$ cat src/rtl/core/mexn_pkg.sv
// ----------------------------------------------------------------------------
// mexn_pkg
// Types, codes and helpers shared by the mutual exclusion node.
// ----------------------------------------------------------------------------
package mexn_pkg;

   localparam int unsigned MAX_NODES_DEF   = 16;
   localparam int unsigned STAMP_LIMIT_DEF = 256;

   localparam int unsigned KIND_W  = 2;
   localparam int unsigned PEER_W  = 4;
   localparam int unsigned STAMP_W = 8;
   localparam int unsigned PEER_N  = 1 << PEER_W;
   localparam int unsigned NODE_W  = 5;
   localparam int unsigned CNT_W   = 7;
   localparam int unsigned CSR_IDX_W  = 2;
   localparam int unsigned CSR_DATA_W = 5;
   localparam int unsigned QUEUE_DEPTH = 2;

   typedef enum logic [KIND_W-1:0] {
      KIND_LOCAL_REQ = 2'd0,
      KIND_PEER_REQ  = 2'd1,
      KIND_PERMIT    = 2'd2,
      KIND_RELEASE   = 2'd3
   } kind_type;

   typedef enum logic [CSR_IDX_W-1:0] {
      CSR_OWN_ID     = 2'd0,
      CSR_NODE_COUNT = 2'd1,
      CSR_SPARE_2    = 2'd2,
      CSR_SPARE_3    = 2'd3
   } csr_index_type;

   localparam logic EV_PERMIT = 1'b0;
   localparam logic EV_GRANT  = 1'b1;

   typedef struct packed {
      logic [PEER_W-1:0] own_id;
      logic [NODE_W-1:0] node_count;
   } cfg_type;

   typedef struct packed {
      kind_type           kind;
      logic [PEER_W-1:0]  peer;
      logic [STAMP_W-1:0] stamp;
   } cmd_type;

   // node count clamped into 1..max_n
   function automatic logic [CNT_W-1:0] eff_nodes(input logic [NODE_W-1:0] nc,
                                                  input logic [CNT_W-1:0] max_n);
      logic [CNT_W-1:0] ext;
      ext = CNT_W'(nc);
      if (ext == '0) begin
         return CNT_W'(1);
      end
      if (ext > max_n) begin
         return max_n;
      end
      return ext;
   endfunction

endpackage

$ cat src/rtl/core/mexn_if.sv
// ----------------------------------------------------------------------------
// mexn channel interfaces
// Valid/ready channels for event items, result items and register writes.
// ----------------------------------------------------------------------------
interface mexn_req_if;
   import mexn_pkg::*;
   logic               valid;
   logic               ready;
   logic [KIND_W-1:0]  kind;
   logic [PEER_W-1:0]  peer;
   logic [STAMP_W-1:0] stamp;

   modport source (output valid, kind, peer, stamp, input ready);
   modport sink   (input valid, kind, peer, stamp, output ready);
endinterface

interface mexn_rsp_if;
   import mexn_pkg::*;
   logic              valid;
   logic              ready;
   logic              event_res;
   logic [PEER_W-1:0] dest;
   logic              last;

   modport source (output valid, event_res, dest, last, input ready);
   modport sink   (input valid, event_res, dest, last, output ready);
endinterface

interface mexn_csr_if;
   import mexn_pkg::*;
   logic                  valid;
   logic                  ready;
   logic [CSR_IDX_W-1:0]  index;
   logic [CSR_DATA_W-1:0] data;

   modport source (output valid, index, data, input ready);
   modport sink   (input valid, index, data, output ready);
endinterface

$ cat src/rtl/core/mexn_front.sv
// ----------------------------------------------------------------------------
// mexn_front
// Accepts event items, drops those naming an invalid peer, saturates stamps.
// ----------------------------------------------------------------------------
module mexn_front
   import mexn_pkg::*;
#(
   parameter int unsigned MAX_NODES   = MAX_NODES_DEF,
   parameter int unsigned STAMP_LIMIT = STAMP_LIMIT_DEF
) (
   mexn_req_if.sink req,
   input  cfg_type  cfg,
   input  logic     q_full,
   output logic     push,
   output cmd_type  push_cmd
);

   localparam int unsigned SAT_VAL = (STAMP_LIMIT > (1 << STAMP_W)) ?
                                     ((1 << STAMP_W) - 1) : (STAMP_LIMIT - 1);
   localparam logic [STAMP_W-1:0] STAMP_MAX = STAMP_W'(SAT_VAL);
   localparam logic [CNT_W-1:0]   MAX_N     = CNT_W'(MAX_NODES);

   logic [CNT_W-1:0] n_eff;
   logic             valid_peer;
   logic             keep;
   kind_type         kind;

   assign kind       = kind_type'(req.kind);
   assign n_eff      = eff_nodes(cfg.node_count, MAX_N);
   assign valid_peer = (req.peer != cfg.own_id) && (CNT_W'(req.peer) < n_eff);

   always_comb begin
      unique case (kind) inside
         KIND_PEER_REQ, KIND_PERMIT: keep = valid_peer;
         default:                    keep = 1'b1;
      endcase
   end

   assign req.ready      = !q_full;
   assign push           = req.valid && !q_full && keep;
   assign push_cmd.kind  = kind;
   assign push_cmd.peer  = req.peer;
   assign push_cmd.stamp = (req.stamp > STAMP_MAX) ? STAMP_MAX : req.stamp;

endmodule

$ cat src/rtl/core/mexn_queue.sv
// ----------------------------------------------------------------------------
// mexn_queue
// Short command queue between the front and the back.
// ----------------------------------------------------------------------------
module mexn_queue
   import mexn_pkg::*;
(
   input  logic    clock,
   input  logic    reset,
   input  logic    push,
   input  cmd_type push_cmd,
   output logic    full,
   input  logic    pop,
   output logic    pop_valid,
   output cmd_type pop_cmd
);

   localparam int unsigned PTR_W = (QUEUE_DEPTH > 1) ? $clog2(QUEUE_DEPTH) : 1;
   localparam int unsigned CNT_QW = $clog2(QUEUE_DEPTH + 1);

   cmd_type            slot_ff [QUEUE_DEPTH];
   logic [PTR_W-1:0]   wr_ptr_ff, wr_ptr_in;
   logic [PTR_W-1:0]   rd_ptr_ff, rd_ptr_in;
   logic [CNT_QW-1:0]  count_ff, count_in;
   logic               do_push, do_pop;

   assign full      = (count_ff == CNT_QW'(QUEUE_DEPTH));
   assign pop_valid = (count_ff != '0);
   assign pop_cmd   = slot_ff[rd_ptr_ff];
   assign do_push   = push && !full;
   assign do_pop    = pop && pop_valid;

   always_comb begin
      wr_ptr_in = wr_ptr_ff;
      rd_ptr_in = rd_ptr_ff;
      count_in  = count_ff;
      if (do_push) begin
         wr_ptr_in = (wr_ptr_ff == PTR_W'(QUEUE_DEPTH - 1)) ? '0 : wr_ptr_ff + PTR_W'(1);
      end
      if (do_pop) begin
         rd_ptr_in = (rd_ptr_ff == PTR_W'(QUEUE_DEPTH - 1)) ? '0 : rd_ptr_ff + PTR_W'(1);
      end
      if (do_push && !do_pop) begin
         count_in = count_ff + CNT_QW'(1);
      end else if (do_pop && !do_push) begin
         count_in = count_ff - CNT_QW'(1);
      end
   end

   always_ff @(posedge clock) begin
      if (reset) begin
         wr_ptr_ff <= '0;
         rd_ptr_ff <= '0;
         count_ff  <= '0;
      end else begin
         wr_ptr_ff <= wr_ptr_in;
         rd_ptr_ff <= rd_ptr_in;
         count_ff  <= count_in;
      end
   end

   always_ff @(posedge clock) begin
      if (do_push) begin
         slot_ff[wr_ptr_ff] <= push_cmd;
      end
   end

endmodule

$ cat src/rtl/core/mexn_back.sv
// ----------------------------------------------------------------------------
// mexn_back
// Protocol state, permission bookkeeping, release drain and result register.
// ----------------------------------------------------------------------------
module mexn_back
   import mexn_pkg::*;
#(
   parameter int unsigned MAX_NODES = MAX_NODES_DEF
) (
   input  logic     clock,
   input  logic     reset,
   input  cfg_type  cfg,
   input  logic     q_valid,
   input  cmd_type  q_cmd,
   output logic     pop,
   mexn_rsp_if.source rsp
);

   localparam logic [CNT_W-1:0] MAX_N = CNT_W'(MAX_NODES);

   typedef enum logic [1:0] {
      ST_RUN   = 2'b01,
      ST_DRAIN = 2'b10
   } state_type;

   state_type              state_ff, state_in;
   logic [STAMP_W-1:0]     own_stamp_ff, own_stamp_in;
   logic                   requesting_ff, requesting_in;
   logic                   in_section_ff, in_section_in;
   logic [MAX_NODES-1:0]   granted_ff, granted_in;
   logic [PEER_N-1:0]      deferred_ff, deferred_in;
   logic                   rsp_valid_ff, rsp_valid_in;
   logic                   rsp_event_ff, rsp_event_in;
   logic [PEER_W-1:0]      rsp_dest_ff, rsp_dest_in;
   logic                   rsp_last_ff, rsp_last_in;

   logic                   load;
   logic                   can_emit;
   logic [CNT_W-1:0]       n_eff;
   logic [MAX_NODES-1:0]   need;
   logic [MAX_NODES-1:0]   granted_nx;
   logic                   prio;
   logic [PEER_W-1:0]      low_idx;
   logic [PEER_N-1:0]      low_bit;

   assign n_eff    = eff_nodes(cfg.node_count, MAX_N);
   assign can_emit = !rsp_valid_ff || rsp.ready;

   always_comb begin
      for (int i = 0; i < MAX_NODES; i++) begin
         need[i] = (CNT_W'(i) < n_eff) && (CNT_W'(i) != CNT_W'(cfg.own_id));
      end
   end

   assign granted_nx = granted_ff | (MAX_NODES'(1) << q_cmd.peer);

   always_comb begin
      if (in_section_ff) begin
         prio = 1'b0;
      end else if (requesting_ff) begin
         prio = (q_cmd.stamp < own_stamp_ff) ||
                ((q_cmd.stamp == own_stamp_ff) && (q_cmd.peer < cfg.own_id));
      end else begin
         prio = 1'b1;
      end
   end

   // lowest deferred peer
   always_comb begin
      low_idx = '0;
      for (int i = PEER_N - 1; i >= 0; i--) begin
         if (deferred_ff[i]) begin
            low_idx = PEER_W'(i);
         end
      end
   end

   assign low_bit = PEER_N'(1) << low_idx;

   always_comb begin
      state_in      = state_ff;
      own_stamp_in  = own_stamp_ff;
      requesting_in = requesting_ff;
      in_section_in = in_section_ff;
      granted_in    = granted_ff;
      deferred_in   = deferred_ff;
      pop           = 1'b0;
      load          = 1'b0;
      rsp_event_in  = EV_PERMIT;
      rsp_dest_in   = '0;
      rsp_last_in   = 1'b1;
      unique case (state_ff)
         ST_RUN: begin
            if (q_valid && can_emit) begin
               pop = 1'b1;
               case (q_cmd.kind)
                  KIND_LOCAL_REQ: begin
                     if (!requesting_ff && !in_section_ff) begin
                        own_stamp_in  = q_cmd.stamp;
                        requesting_in = 1'b1;
                        granted_in    = '0;
                        if (need == '0) begin
                           requesting_in = 1'b0;
                           in_section_in = 1'b1;
                           load          = 1'b1;
                           rsp_event_in  = EV_GRANT;
                        end
                     end
                  end
                  KIND_PEER_REQ: begin
                     if (prio) begin
                        load        = 1'b1;
                        rsp_dest_in = q_cmd.peer;
                     end else begin
                        deferred_in = deferred_ff | (PEER_N'(1) << q_cmd.peer);
                     end
                  end
                  KIND_PERMIT: begin
                     if (requesting_ff) begin
                        granted_in = granted_nx;
                        if ((granted_nx & need) == need) begin
                           requesting_in = 1'b0;
                           in_section_in = 1'b1;
                           load          = 1'b1;
                           rsp_event_in  = EV_GRANT;
                        end
                     end
                  end
                  default: begin
                     if (in_section_ff) begin
                        in_section_in = 1'b0;
                        granted_in    = '0;
                        if (deferred_ff != '0) begin
                           state_in = ST_DRAIN;
                        end
                     end
                  end
               endcase
            end
         end
         ST_DRAIN: begin
            if (can_emit) begin
               load        = 1'b1;
               rsp_dest_in = low_idx;
               deferred_in = deferred_ff & ~low_bit;
               rsp_last_in = ((deferred_ff & ~low_bit) == '0);
               if (rsp_last_in) begin
                  state_in = ST_RUN;
               end
            end
         end
         default: begin
            state_in = ST_RUN;
         end
      endcase
   end

   assign rsp_valid_in = load || (rsp_valid_ff && !rsp.ready);

   always_ff @(posedge clock) begin
      if (reset) begin
         state_ff      <= ST_RUN;
         own_stamp_ff  <= '0;
         requesting_ff <= 1'b0;
         in_section_ff <= 1'b0;
         granted_ff    <= '0;
         deferred_ff   <= '0;
         rsp_valid_ff  <= 1'b0;
      end else begin
         state_ff      <= state_in;
         own_stamp_ff  <= own_stamp_in;
         requesting_ff <= requesting_in;
         in_section_ff <= in_section_in;
         granted_ff    <= granted_in;
         deferred_ff   <= deferred_in;
         rsp_valid_ff  <= rsp_valid_in;
      end
   end

   always_ff @(posedge clock) begin
      if (load) begin
         rsp_event_ff <= rsp_event_in;
         rsp_dest_ff  <= rsp_dest_in;
         rsp_last_ff  <= rsp_last_in;
      end
   end

   assign rsp.valid     = rsp_valid_ff;
   assign rsp.event_res = rsp_event_ff;
   assign rsp.dest      = rsp_dest_ff;
   assign rsp.last      = rsp_last_ff;

`ifndef SYNTHESIS
   a_drain_has_work: assert property (@(posedge clock) disable iff (reset)
      state_ff == ST_DRAIN |-> deferred_ff != '0)
      else $error("drain with nothing deferred");

   a_exclusive_flags: assert property (@(posedge clock) disable iff (reset)
      !(requesting_ff && in_section_ff))
      else $error("requesting and in section at once");

   a_drain_idle: assert property (@(posedge clock) disable iff (reset)
      state_ff == ST_DRAIN |-> !requesting_ff && !in_section_ff && !pop)
      else $error("drain overlaps protocol activity");

   a_grant_enters: assert property (@(posedge clock) disable iff (reset)
      load && rsp_event_in == EV_GRANT |=> in_section_ff && !requesting_ff)
      else $error("grant without section entry");
`endif

endmodule

$ cat src/rtl/core/mutual_exclusion_node_core.sv
// ----------------------------------------------------------------------------
// mutual_exclusion_node_core
// One node of Ricart-Agrawala mutual exclusion.
// ----------------------------------------------------------------------------
// req carries events (local request, peer request, peer permission, local
// release); rsp carries permissions to send and the critical section grant,
// with last set on the final result of an event; csr writes own_id (0) and
// node_count (1), and is always ready.
// The front takes one event per cycle, while the queue is not full, into a
// two-entry queue; the back handles one queued event per cycle while the
// result register is free and no release drains. An event passes the queue
// and the result register before its result shows on rsp. A release sends
// one permission per cycle, unless rsp stalls, to each deferred peer in
// ascending id order, occupying the back until the last one is sent.
// The back takes the next event only when the result register is empty or
// being read; when rsp stalls the back holds, the queue fills and req.ready
// drops.
// Reset clears all protocol state and sets own_id to 0 and node_count to 2;
// no clearing pass is needed.
// ----------------------------------------------------------------------------
module mutual_exclusion_node_core
   import mexn_pkg::*;
#(
   parameter int unsigned MAX_NODES   = MAX_NODES_DEF,
   parameter int unsigned STAMP_LIMIT = STAMP_LIMIT_DEF
) (
   input  logic        clock,
   input  logic        reset,
   mexn_req_if.sink    req,
   mexn_rsp_if.source  rsp,
   mexn_csr_if.sink    csr
);

   logic [PEER_W-1:0] own_id_ff;
   logic [NODE_W-1:0] node_count_ff;
   cfg_type           cfg;
   logic              q_full;
   logic              push;
   cmd_type           push_cmd;
   logic              pop;
   logic              pop_valid;
   cmd_type           pop_cmd;
   csr_index_type     csr_idx;

   assign csr.ready = 1'b1;
   assign csr_idx   = csr_index_type'(csr.index);

   always_ff @(posedge clock) begin
      if (reset) begin
         own_id_ff     <= '0;
         node_count_ff <= NODE_W'(2);
      end else if (csr.valid) begin
         unique case (csr_idx)
            CSR_OWN_ID:     own_id_ff     <= csr.data[PEER_W-1:0];
            CSR_NODE_COUNT: node_count_ff <= csr.data[NODE_W-1:0];
            default: ;
         endcase
      end
   end

   assign cfg.own_id     = own_id_ff;
   assign cfg.node_count = node_count_ff;

   mexn_front #(
      .MAX_NODES   (MAX_NODES),
      .STAMP_LIMIT (STAMP_LIMIT)
   ) u_front (
      .req      (req),
      .cfg      (cfg),
      .q_full   (q_full),
      .push     (push),
      .push_cmd (push_cmd)
   );

   mexn_queue u_queue (
      .clock     (clock),
      .reset     (reset),
      .push      (push),
      .push_cmd  (push_cmd),
      .full      (q_full),
      .pop       (pop),
      .pop_valid (pop_valid),
      .pop_cmd   (pop_cmd)
   );

   mexn_back #(
      .MAX_NODES (MAX_NODES)
   ) u_back (
      .clock   (clock),
      .reset   (reset),
      .cfg     (cfg),
      .q_valid (pop_valid),
      .q_cmd   (pop_cmd),
      .pop     (pop),
      .rsp     (rsp)
   );

endmodule
$ cat src/flat_wrapper.sv
// flat-port wrapper written by rule: the top's interface ports become plain ports
module mutual_exclusion_node_core_flat import mexn_pkg::*;
#(
   parameter int unsigned MAX_NODES   = MAX_NODES_DEF,
   parameter int unsigned STAMP_LIMIT = STAMP_LIMIT_DEF
)
  (clock, reset, req_valid, req_kind, req_peer, req_stamp, req_ready, rsp_valid, rsp_event_res, rsp_dest, rsp_last, rsp_ready, csr_valid, csr_index, csr_data, csr_ready);
  mexn_req_if req_i ();
  mexn_rsp_if rsp_i ();
  mexn_csr_if csr_i ();
  input  logic clock;
  input  logic reset;
  input wire logic [$bits(req_i.valid)-1:0] req_valid;
  input wire logic [$bits(req_i.kind)-1:0] req_kind;
  input wire logic [$bits(req_i.peer)-1:0] req_peer;
  input wire logic [$bits(req_i.stamp)-1:0] req_stamp;
  output wire logic [$bits(req_i.ready)-1:0] req_ready;
  output wire logic [$bits(rsp_i.valid)-1:0] rsp_valid;
  output wire logic [$bits(rsp_i.event_res)-1:0] rsp_event_res;
  output wire logic [$bits(rsp_i.dest)-1:0] rsp_dest;
  output wire logic [$bits(rsp_i.last)-1:0] rsp_last;
  input wire logic [$bits(rsp_i.ready)-1:0] rsp_ready;
  input wire logic [$bits(csr_i.valid)-1:0] csr_valid;
  input wire logic [$bits(csr_i.index)-1:0] csr_index;
  input wire logic [$bits(csr_i.data)-1:0] csr_data;
  output wire logic [$bits(csr_i.ready)-1:0] csr_ready;
  assign req_i.valid = req_valid;
  assign req_i.kind = req_kind;
  assign req_i.peer = req_peer;
  assign req_i.stamp = req_stamp;
  assign req_ready = req_i.ready;
  assign rsp_valid = rsp_i.valid;
  assign rsp_event_res = rsp_i.event_res;
  assign rsp_dest = rsp_i.dest;
  assign rsp_last = rsp_i.last;
  assign rsp_i.ready = rsp_ready;
  assign csr_i.valid = csr_valid;
  assign csr_i.index = csr_index;
  assign csr_i.data = csr_data;
  assign csr_ready = csr_i.ready;
  mutual_exclusion_node_core #(.MAX_NODES(MAX_NODES), .STAMP_LIMIT(STAMP_LIMIT)) u_core (.clock(clock), .reset(reset), .req(req_i), .rsp(rsp_i), .csr(csr_i));
endmodule
$ cat config.mk
export PLATFORM = sky130hd
export DESIGN_NAME = mutual_exclusion_node_core_flat
export DESIGN_NICKNAME = d
export VERILOG_FILES = /design/src/rtl/core/mexn_pkg.sv /design/src/rtl/core/mexn_if.sv /design/src/rtl/core/mexn_front.sv /design/src/rtl/core/mexn_queue.sv /design/src/rtl/core/mexn_back.sv /design/src/rtl/core/mutual_exclusion_node_core.sv /design/src/flat_wrapper.sv
export SDC_FILE = /design/constraint.sdc
export NUM_CORES = 1
export LEC_CHECK = 0
export BUFFER_PORTS_ARGS = -buffer_cell sky130_fd_sc_hd__buf_4
export CAP_MARGIN = 20
export CORE_MARGIN = 3
export CORE_UTILIZATION = 45
export CTS_CLUSTER_SIZE = 20
export DETAILED_ROUTE_END_ITERATION = 6
export PLACE_DENSITY = 0.59
export SKIP_LAST_GASP = 1
export SYNTH_ARGS = -nofsm -noshare
export SYNTH_HDL_FRONTEND = slang
export SYNTH_SLANG_ARGS = --single-unit
$ cat constraint.sdc
create_clock -name clock -period 8.6 [get_ports clock]
set_clock_uncertainty 0.2 [all_clocks]
set_input_delay 1.72 -clock clock [delete_from_list [all_inputs] [get_ports clock]]
set_output_delay 1.72 -clock clock [all_outputs]
set_load 0.01 [all_outputs]
[Word-level counts from Yosys, hierarchy flattened]
Memories as Yosys holds them, arrays and structs flattened. A register that Yosys moved wholly into a read port is not among the register bits.
Cells that the tools add are included.
Widths: inputs -> output; s select.
Word-level totals
  register bits after elaboration: 64
  input port bits: 26
  memories kept: 1
  memory bits (writable): 28
Cells by class
  mux-type cells: 78
  add/subtract/negate cells: 4
  reductions and logical operators: 61
  magnitude comparators: 21
  bitwise operators: 6
  equality and inequality tests: 38
  shifts and indexed selects: 2
Memory list
  u_core.u_queue.slot_ff: words 2, bits a word 14, read ports 1, clocked after memory_dff 1, wr ports 1, line mexn_queue.sv:21  | cmd_type slot_ff [QUEUE_DEPTH];
Operators with widths (count)
  $mux 16: 7
  $mux 4: 20
  $lt 4x7->1 const A: 8
  $pmux 16 s3: 1
  $and 16x16->16: 2
  $logic_not 16->1: 2
  $ne 4x4->1 const A: 8
  $or 16x16->16: 2
  $pmux 16 s2: 1
  $shl 1x4->16 const A: 2
  $mux 1: 29
  $lt 3x7->1 const A: 4
  $mux 7: 4
  $logic_and 1x1->1: 27
  $ne 2x2->1 const B: 11
  $eq 16x16->1: 1
  $mux 2: 8
  $ne 3x4->1 const A: 4
  $not 16->16: 1
  $reduce_bool 16->1: 1
  $lt 1x7->1 const A: 2
  $lt 2x7->1 const A: 2
  $reduce_and 6->1: 2
  $eq 2x1->1 const B: 4
  33 further kinds: 57

[Logic depth before layout (Yosys ltp)]
Gate-level depths: netlist of the first run.
  depth in word-level cells: 23
  depth in mapped cells: 14
  depth with buffers taken out: 12

[Modules after synthesis]
Synthesis of the first run repeated with hierarchy kept, for this count alone.
Second synthesis, totals
  cells, all modules: 579
  area, all modules: 5567.8 um2
By module, submodules not included
  mexn_back: cells each 436, area an instance 3668.5 um2, sequential area each 1081.0 um2, times used 1
  mexn_queue: cells each 68, area an instance 1223.7 um2, sequential area each 940.9 um2, times used 1
  mutual_exclusion_node_core: cells each 40, area an instance 407.9 um2, sequential area each 180.2 um2, times used 1
  mexn_front: cells each 35, area an instance 267.8 um2, sequential area each 0.0 um2, times used 1

[Worst setup path after synthesis of the first run]
OpenSTA, ideal clock, no wires.
  kind: register to register
  start point: register (tool-made name)
  end point: register u_core.u_back.deferred_ff[8]
  period minus slack after synthesis: 4303 ps
  cell stages (with the launch flop): 15
  buffers on the path: 4
  data arrival time: 3985 ps
  setup time: 117 ps
  slack: 4297 ps
  path through: dfxtp_1 -> clkbuf_1 -> clkbuf_1 -> buf_1 -> mux2_2 -> ha_1 -> o21ai_0 -> a21oi_1 -> o31ai_1 -> a221o_1 -> a2111o_1 -> a21oi_1 -> clkbuf_1 -> nand3_1 -> a32o_1
RTL lines
  to (signal assigned): line mexn_back.sv:175  | deferred_ff <= deferred_in;
  to (decl): line mexn_back.sv:31  | logic [PEER_N-1:0] deferred_ff, deferred_in;

==> impl_metrics.ini, run 1 <==
[outcome]
status = completed

[placement]
place_hpwl_mm = 11.1
gp_congestion = 0.917
place_ws_ns = 3.97
portBuffers = 33

[cells_and_area]
fin_nets = 648
multi_input_area_um2 = 2860
diodes = 0
drive_gt1_share_pct = 12.8
final-seq-area_um2 = 2200
fill_cells = 1035
area_growth_pct = 11.9

[timing]
period_minus_slack_ns = 4.35
slew_headroom_pct = 33.3
final_hold_viol_count = 0
rsz0062_at_grt = false
setup_violations = 0
post-route-period-util_pct = 50.6
setup_ws_ns = 4.25
tns_ns = 0
max_slew.worst_pin.slew_ns = 0.999
slew_violations = 0
fmax_ghz = 0.230

[drt]
viasPerCell = 6.36
drc = 0
wirelength_mm = 14.8
drtPass1Iterations = 5
wire_per_inst_um = 19.7
ant_nets = 0
drt_iter0_markers = 533
vias = 4773

[clocking]
h-tree-depth = 3
root_buffer = clkbuf_16
clockBufferDepth = 2
cts_setup_buffers = 0
cts.sinks = 93
clkSlewWorstSetupHoldPaths_ns = 0.07
cts_resized = 0
cts_hold_buf = 0
tritoncts = done
clkLatencyLatePin_ns = 0.35
numCtsBuffers = 9

[logic_synthesis]
netlist_top_cells_area = dfxtp_1, edfxtp_1, nor2_1
synth_edf_count = 34
synth_warnings = 0
synth-main-ff-cell = dfxtp_1
synth.largest_area_cell = dfxtp_1
synthArstFlopShare_pct = 0
seq_area_frac_synth_pct = 41.6
ys_types = 73
synth.top_cell.area_share_pct = 22.3
ys_ff_latch = 93
synth_nets = 629
synthCells = 586
avgSynthCellArea_um2 = 9.03
netlist_area_um2 = 5290

[grt]
first_global_vias = 4569
globalRouteTotalUtil_pct = 23.4
antenna_found_initial = 0
grt_pass1_wl_mm = 24.0
grt_remaining_overflow = 0
grt_max_degree = 41

[setup_path]
end_kind = register
criticalPathCategory = reg -> reg
critPathRequiredTime_ns = 8.67
r2r-end = u_core.u_back.deferred_ff[14]$_SDFFE_PP0P_
r2r_slack_ns = 4.25
path_delay_family = compound AO/OA/AOI/OAI gates
critPathBufInv = 2
crit_path_start_kind = register
cp.arrival_ns = 4.42
slowest_stage = a2111oi_2
path_cells = buf_16 -> mux2_2 -> ha_1 -> inv_1 -> a31oi_1 -> o211ai_1 -> a221o_1 -> a2111o_1 -> a2111oi_2 -> o21ai_1 -> o21ai_0
cp_max_fo = 25
rr_worst_depth = 11
cpPeakStageDelay_ns = 0.93

[floorplanning]
row_count = 38
dieArea_um2 = 13100
ios = 35
core_um2 = 11200
die_h_um = 114
fp.dieW_um = 114
initial_core_util_pct = 47.3

[power]
p_per_area_nw_per_um2 = 224
leakagePower_nw = 2.21
ir_drop_v = 0.000161

[min_path]
min_to = u_core.u_back.granted_ff[14]$_SDFFE_PP0P_
min_path_type = reg -> reg
whs_path_depth = 2
hp-start = u_core.u_back.granted_ff[14]$_SDFFE_PP0P_

[job]
drv_cap = 0
-- metal layers --
| metal | vias to the layer above | part of all wire [%] | wire [um] | GRT usage, % |
|---|---|---|---|---|
| met5 | - | 0 | 0 | 0 |
| met4 | 0 | 3.5 | 519 | 10.6 |
| met3 | 39 | 6.9 | 1020 | 5.07 |
| met2 | 190 | 45 | 6620 | 35.7 |
| met1 | 2292 | 45 | 6610 | 31.8 |
| li1 | 2252 | - | - | - |
-- cell type report --
| type | count | area share [%] |
|---|---|---|
| flip-flops and latches | 93 | 37.2 |
| repair buffers | 36 | 4.90 |
| well taps | 140 | 2.96 |
| clock buffers | 13 | 4.59 |
| inverters | 28 | 1.78 |
| clock inverters | 3 | 0.317 |
| multi-input cells | 437 | 48.3 |
-- placed cells by master, fill, tap and decap left out, types with 6 or more instances in the layout --
| master | synthesis | final |
|---|---|---|
| nor3b_1 | 7 | 7 |
| a221oi_1 | 7 | 7 |
| or2_2 | 8 | 8 |
| a31oi_1 | 16 | 16 |
| nand3_1 | 12 | 12 |
| nor2b_1 | 7 | 7 |
| dfxtp_1 | 59 | 59 |
| a311o_1 | 6 | 6 |
| mux2_2 | 12 | 12 |
| nand2b_1 | 7 | 7 |
| buf_4 | 1 | 35 |
| o21ai_0 | 25 | 25 |
| ha_1 | 17 | 17 |
| nor3_1 | 23 | 23 |
| a311oi_1 | 7 | 7 |
| nand2_1 | 27 | 27 |
| inv_1 | 26 | 26 |
| edfxtp_1 | 34 | 34 |
| nor2_1 | 80 | 80 |
| o211ai_1 | 9 | 9 |
| a21oi_1 | 43 | 43 |
| o22ai_1 | 8 | 8 |
| a22oi_1 | 6 | 6 |
| mux2i_1 | 16 | 16 |
| clkbuf_16 | 0 | 10 |
-- synth_stat cells, types with 4 or more instances --
| master | number |
|---|---|
| nand3_1 | 12 |
| edfxtp_1 | 34 |
| a31oi_1 | 16 |
| and3_1 | 5 |
| nor3b_1 | 7 |
| a211oi_1 | 4 |
| and3b_1 | 5 |
| o211ai_1 | 9 |
| a21oi_1 | 43 |
| a211o_1 | 4 |
| a221oi_1 | 7 |
| nand4_1 | 4 |
| nor2b_1 | 7 |
| a311oi_1 | 7 |
| or2_2 | 8 |
| mux2_2 | 12 |
| mux2i_1 | 16 |
| a311o_1 | 6 |
| o21ai_0 | 25 |
| a22oi_1 | 6 |
| inv_1 | 26 |
| nand2_1 | 27 |
| ha_1 | 17 |
| o31ai_1 | 4 |
| nor3_1 | 23 |
| nand2b_1 | 7 |
| dfxtp_1 | 59 |
| nor4_1 | 5 |
| o22ai_1 | 8 |
| nor2_1 | 80 |
| clkbuf_1 | 21 |
| xnor2_1 | 5 |
-- logic make-up (layout without fill, tap and decap cells) --
| family | count (synthesis) | after routing | share of synthesized area (%) |
|---|---|---|---|
| AO/OA/AOI/OAI | 175 | 175 | 23.2 |
| multiplexers | 28 | 28 | 5.58 |
| adder cells (fa/ha/maj) | 18 | 18 | 4.21 |
| buffers and inverters | 56 | 80 | 4.35 |
| flip-flops | 93 | 93 | 41.6 |
| AND/OR/NAND/NOR | 207 | 207 | 19.7 |
| XOR/XNOR | 8 | 8 | 1.32 |
| other | 1 | 1 | 0.0709 |
-- how the worst max path moves through the flow --
stage              from                                    endpoint  slack (ns)  cells after the start
3_5_place_dp   register  u_core.u_back.deferred_ff[12]$_SDFFE_PP0P_        3.97                     10
2_1_floorplan  register   u_core.u_back.deferred_ff[8]$_SDFFE_PP0P_        4.30                     14
3_3_place_gp   register  u_core.u_back.deferred_ff[11]$_SDFFE_PP0P_        4.09                     10
4_1_cts        register  u_core.u_back.deferred_ff[12]$_SDFFE_PP0P_        3.90                     10
6_report       register  u_core.u_back.deferred_ff[14]$_SDFFE_PP0P_        4.25                     11
5_1_grt        register   u_core.u_back.deferred_ff[7]$_SDFFE_PP0P_        3.92                     11
-- power by group --
group,internal [W],total (W),switching (W)
clock,0.000221,0.000385,0.000164
sequential,0.000510,0.000551,0.0000410
combinational,0.000157,0.000391,0.000235
-- through the flow --
stage	hold WS, ns	power [W]	std cells	utilization (%)	area (um2)
floorplan	0.237	0.000819	586	-	5290
global placement	0.261	0.000931	732	50.1	5590
detailed placement	0.265	0.000938	732	50.1	5590
CTS	0.286	0.00133	748	52.7	5880
global route	0.320	0.00140	750	53.0	5920
finish	0.283	0.00133	750	53.0	5920
-- worst min-delay path, delay by kind of cell, from the launching register on --
family,cells,cell delay (ns)
compound gates,1,0.05
flops,1,0.33
simple gates,1,0.07
-- registers in the layout, summed over array words and instances, names as in the netlist, named ones only --
register and flops:
u_core.u_back.granted_ff 16, u_core.u_back.rsp.event_res 1, u_core.u_queue.slot_ff 28, u_core.u_back.rsp.last 1, u_core.u_back.requesting_ff 1, u_core.u_queue.wr_ptr_ff 1
u_core.u_back.rsp.valid 1, u_core.u_back.rsp.dest 4, u_core.u_queue.count_ff 2, u_core.node_count_ff 5, u_core.u_back.state_ff 2, u_core.u_back.own_stamp_ff 8
u_core.u_queue.rd_ptr_ff 1, u_core.own_id_ff 4, u_core.u_back.in_section_ff 1, u_core.u_back.deferred_ff 16
No activity file was read; power rests on OpenSTA's default activity.
==> run 2: changes to the inputs <==
- clock period: 8.6 -> 4.3 ns (I/O delays scaled with it)
==> run 2 against run 1 <==
Against the previous run: clock-buffer cell count is 2 lower; utilization is 0.26 points higher; setup slack worse by 3.9 ns; final cell count is 0.93% higher; combinational power is 95% higher; total power is 97% higher; clock power is 95% higher; cell area is 0.49% higher; hold slack worse by 0.0048 ns; global-route usage is 0.30 points lower; critical endpoint is now u_core.u_back.rsp.event_res$_SDFFCE_PN0P_.
==> impl_metrics.ini, run 2 (synthesis gave the netlist of run 1 again) <==
[setup_path]
cpPeakStageDelay_ns = 0.75
end_kind = register
criticalPathCategory = reg -> reg
cpMostUsedCell = buf_4
path_delay_family = simple AND/OR/NAND/NOR gates
critPathRequiredTime_ns = 4.16
cp_max_fo = 20
cp.arrival_ns = 3.81
critPathBufInv = 3
slowest_stage = dfxtp_1
path_cells = buf_4 -> nor3b_1 -> nor2_1 -> a222oi_1 -> nand4_1 -> nor4_1 -> buf_4 -> a31oi_1 -> a211o_1 -> a21oi_1 -> buf_4
crit_path_start_kind = register

[cells_and_area]
final_cell_mix = nor2_1, dfxtp_1, a21oi_1, buf_4, edfxtp_1
fin_nets = 655
diodes = 0
design_area_um2 = 5950
top_regs = u_core.u_queue.slot_ff: 28 flops, u_core.u_back.deferred_ff: 16 flops, u_core.u_back.granted_ff: 16 flops
largest_reg_flops = 28
drive_gt1_share_pct = 13.9
layout_commonest_cell = nor2_1
fin_util_pct = 53.2
instances_no_fill = 757
area_growth_pct = 12.5
top_register = u_core.u_queue.slot_ff

[timing]
rsz0062_at_grt = false
slew_violations = 0
final_hold_viol_count = 0
tns_ns = 0
slew_headroom_pct = 48.4
max_slew.worst_pin.slew_ns = 0.772
period_minus_slack_ns = 3.95
fmax_ghz = 0.253
setup_violations = 0
post-route-period-util_pct = 91.9

[outcome]
status = completed

[clocking]
cts_resized = 0
cts_hold_buf = 0
cts_setup_buffers = 0
tritoncts = done
clkSlewWorstSetupHoldPaths_ns = 0.06
clockBufferDepth = 2
clkLatencyLatePin_ns = 0.34
root_buffer = clkbuf_16
numCtsBuffers = 9
h-tree-depth = 3
cts.sinks = 93

[drt]
ant_nets = 0
wirelength_mm = 14.9
drt_iter0_markers = 383
drc = 0
drtPass1Iterations = 5
wire_per_inst_um = 19.7
vias = 4713
viasPerCell = 6.23

[grt]
first_global_vias = 4506
globalRouteTotalUtil_pct = 23.1
grt_max_degree = 41
grt_remaining_overflow = 0
antenna_found_initial = 0
grt_pass1_wl_mm = 23.8

[power]
p_clk_share_pct = 28.6
p_seq_share_pct = 42.2
p_sw_w = 0.000866
cellInternalPower_w = 0.00175
switching_share_pct = 33.1
leakagePower_nw = 2.24
combPwrFrac_pct = 29.2
total_power_w = 0.00262
ir_drop_v = 0.000405
p_per_area_nw_per_um2 = 440

[placement]
dp.cells = 741
gp_congestion = 0.979
place_hpwl_mm = 11.2
portBuffers = 33
dpl_cell_area_um2 = 5660

[min_path]
min_path_type = reg -> reg

[floorplanning]
core_um2 = 11200
die_h_um = 114
dieArea_um2 = 13100
initial_core_util_pct = 47.3
ios = 35
row_count = 38
fp.dieW_um = 114

[job]
drv_cap = 0
## run 2: cell type report
cell class	count	area, um2
Fill cell	1046	5230
Multi-Input combinational cell	437	2860
Sequential cell	93	2200
Timing Repair Buffer	43	323
Clock buffer	11	254
Tap cell	140	175
Inverter	28	105
Clock inverter	5	32.5
## run 2: metrics by stage
stage	hold WS [ns]	setup WS, ns
2_1_floorplan	0.237	0.136
3_3_place_gp	0.265	0.374
3_5_place_dp	0.267	0.351
4_1_cts	0.282	0.326
5_1_grt	0.311	0.0737
6_report	0.278	0.349
## run 2: power by group through the flow
stage	combinational (W)	sequential (W)	clock (W)
final	0.000764	0.00110	0.000750
after global routing	0.000852	0.00112	0.000810
after CTS	0.000765	0.00110	0.000769
after detailed placement	0.000761	0.00112	0
after global placement	0.000748	0.00112	0
after floorplan	0.000547	0.00109	0
## run 2: layer usage
layer  track usage [%]  share of wire, %  vias to the layer above
met2              36.4                46                      154
li1                  -                 -                     2255
met1              31.7                47                     2283
met5                 0                 0                        -
met4              7.13               2.0                        0
met3              5.23               5.5                       21
## run 2: path summary, 6_finish.rpt
path | from | end | slack, ns | cells past startpoint
setup reg to reg | register | u_core.u_back.rsp.event_res$_SDFFCE_PN0P_ | 0.35 | 11
setup / recovery | register | u_core.u_back.rsp.event_res$_SDFFCE_PN0P_ | 0.35 | 11
hold reg to reg | u_core.u_back.granted_ff[4]$_SDFFE_PP0P_ | u_core.u_back.granted_ff[4]$_SDFFE_PP0P_ | 0.28 | 2
hold / removal | u_core.u_back.granted_ff[4]$_SDFFE_PP0P_ | u_core.u_back.granted_ff[4]$_SDFFE_PP0P_ | 0.28 | 2
## run 2: tightest hold or removal path: stages (launching register included)
cell and delay, ns:
dfxtp_1 0.33, a21oi_1 0.04, nor2_1 0.07
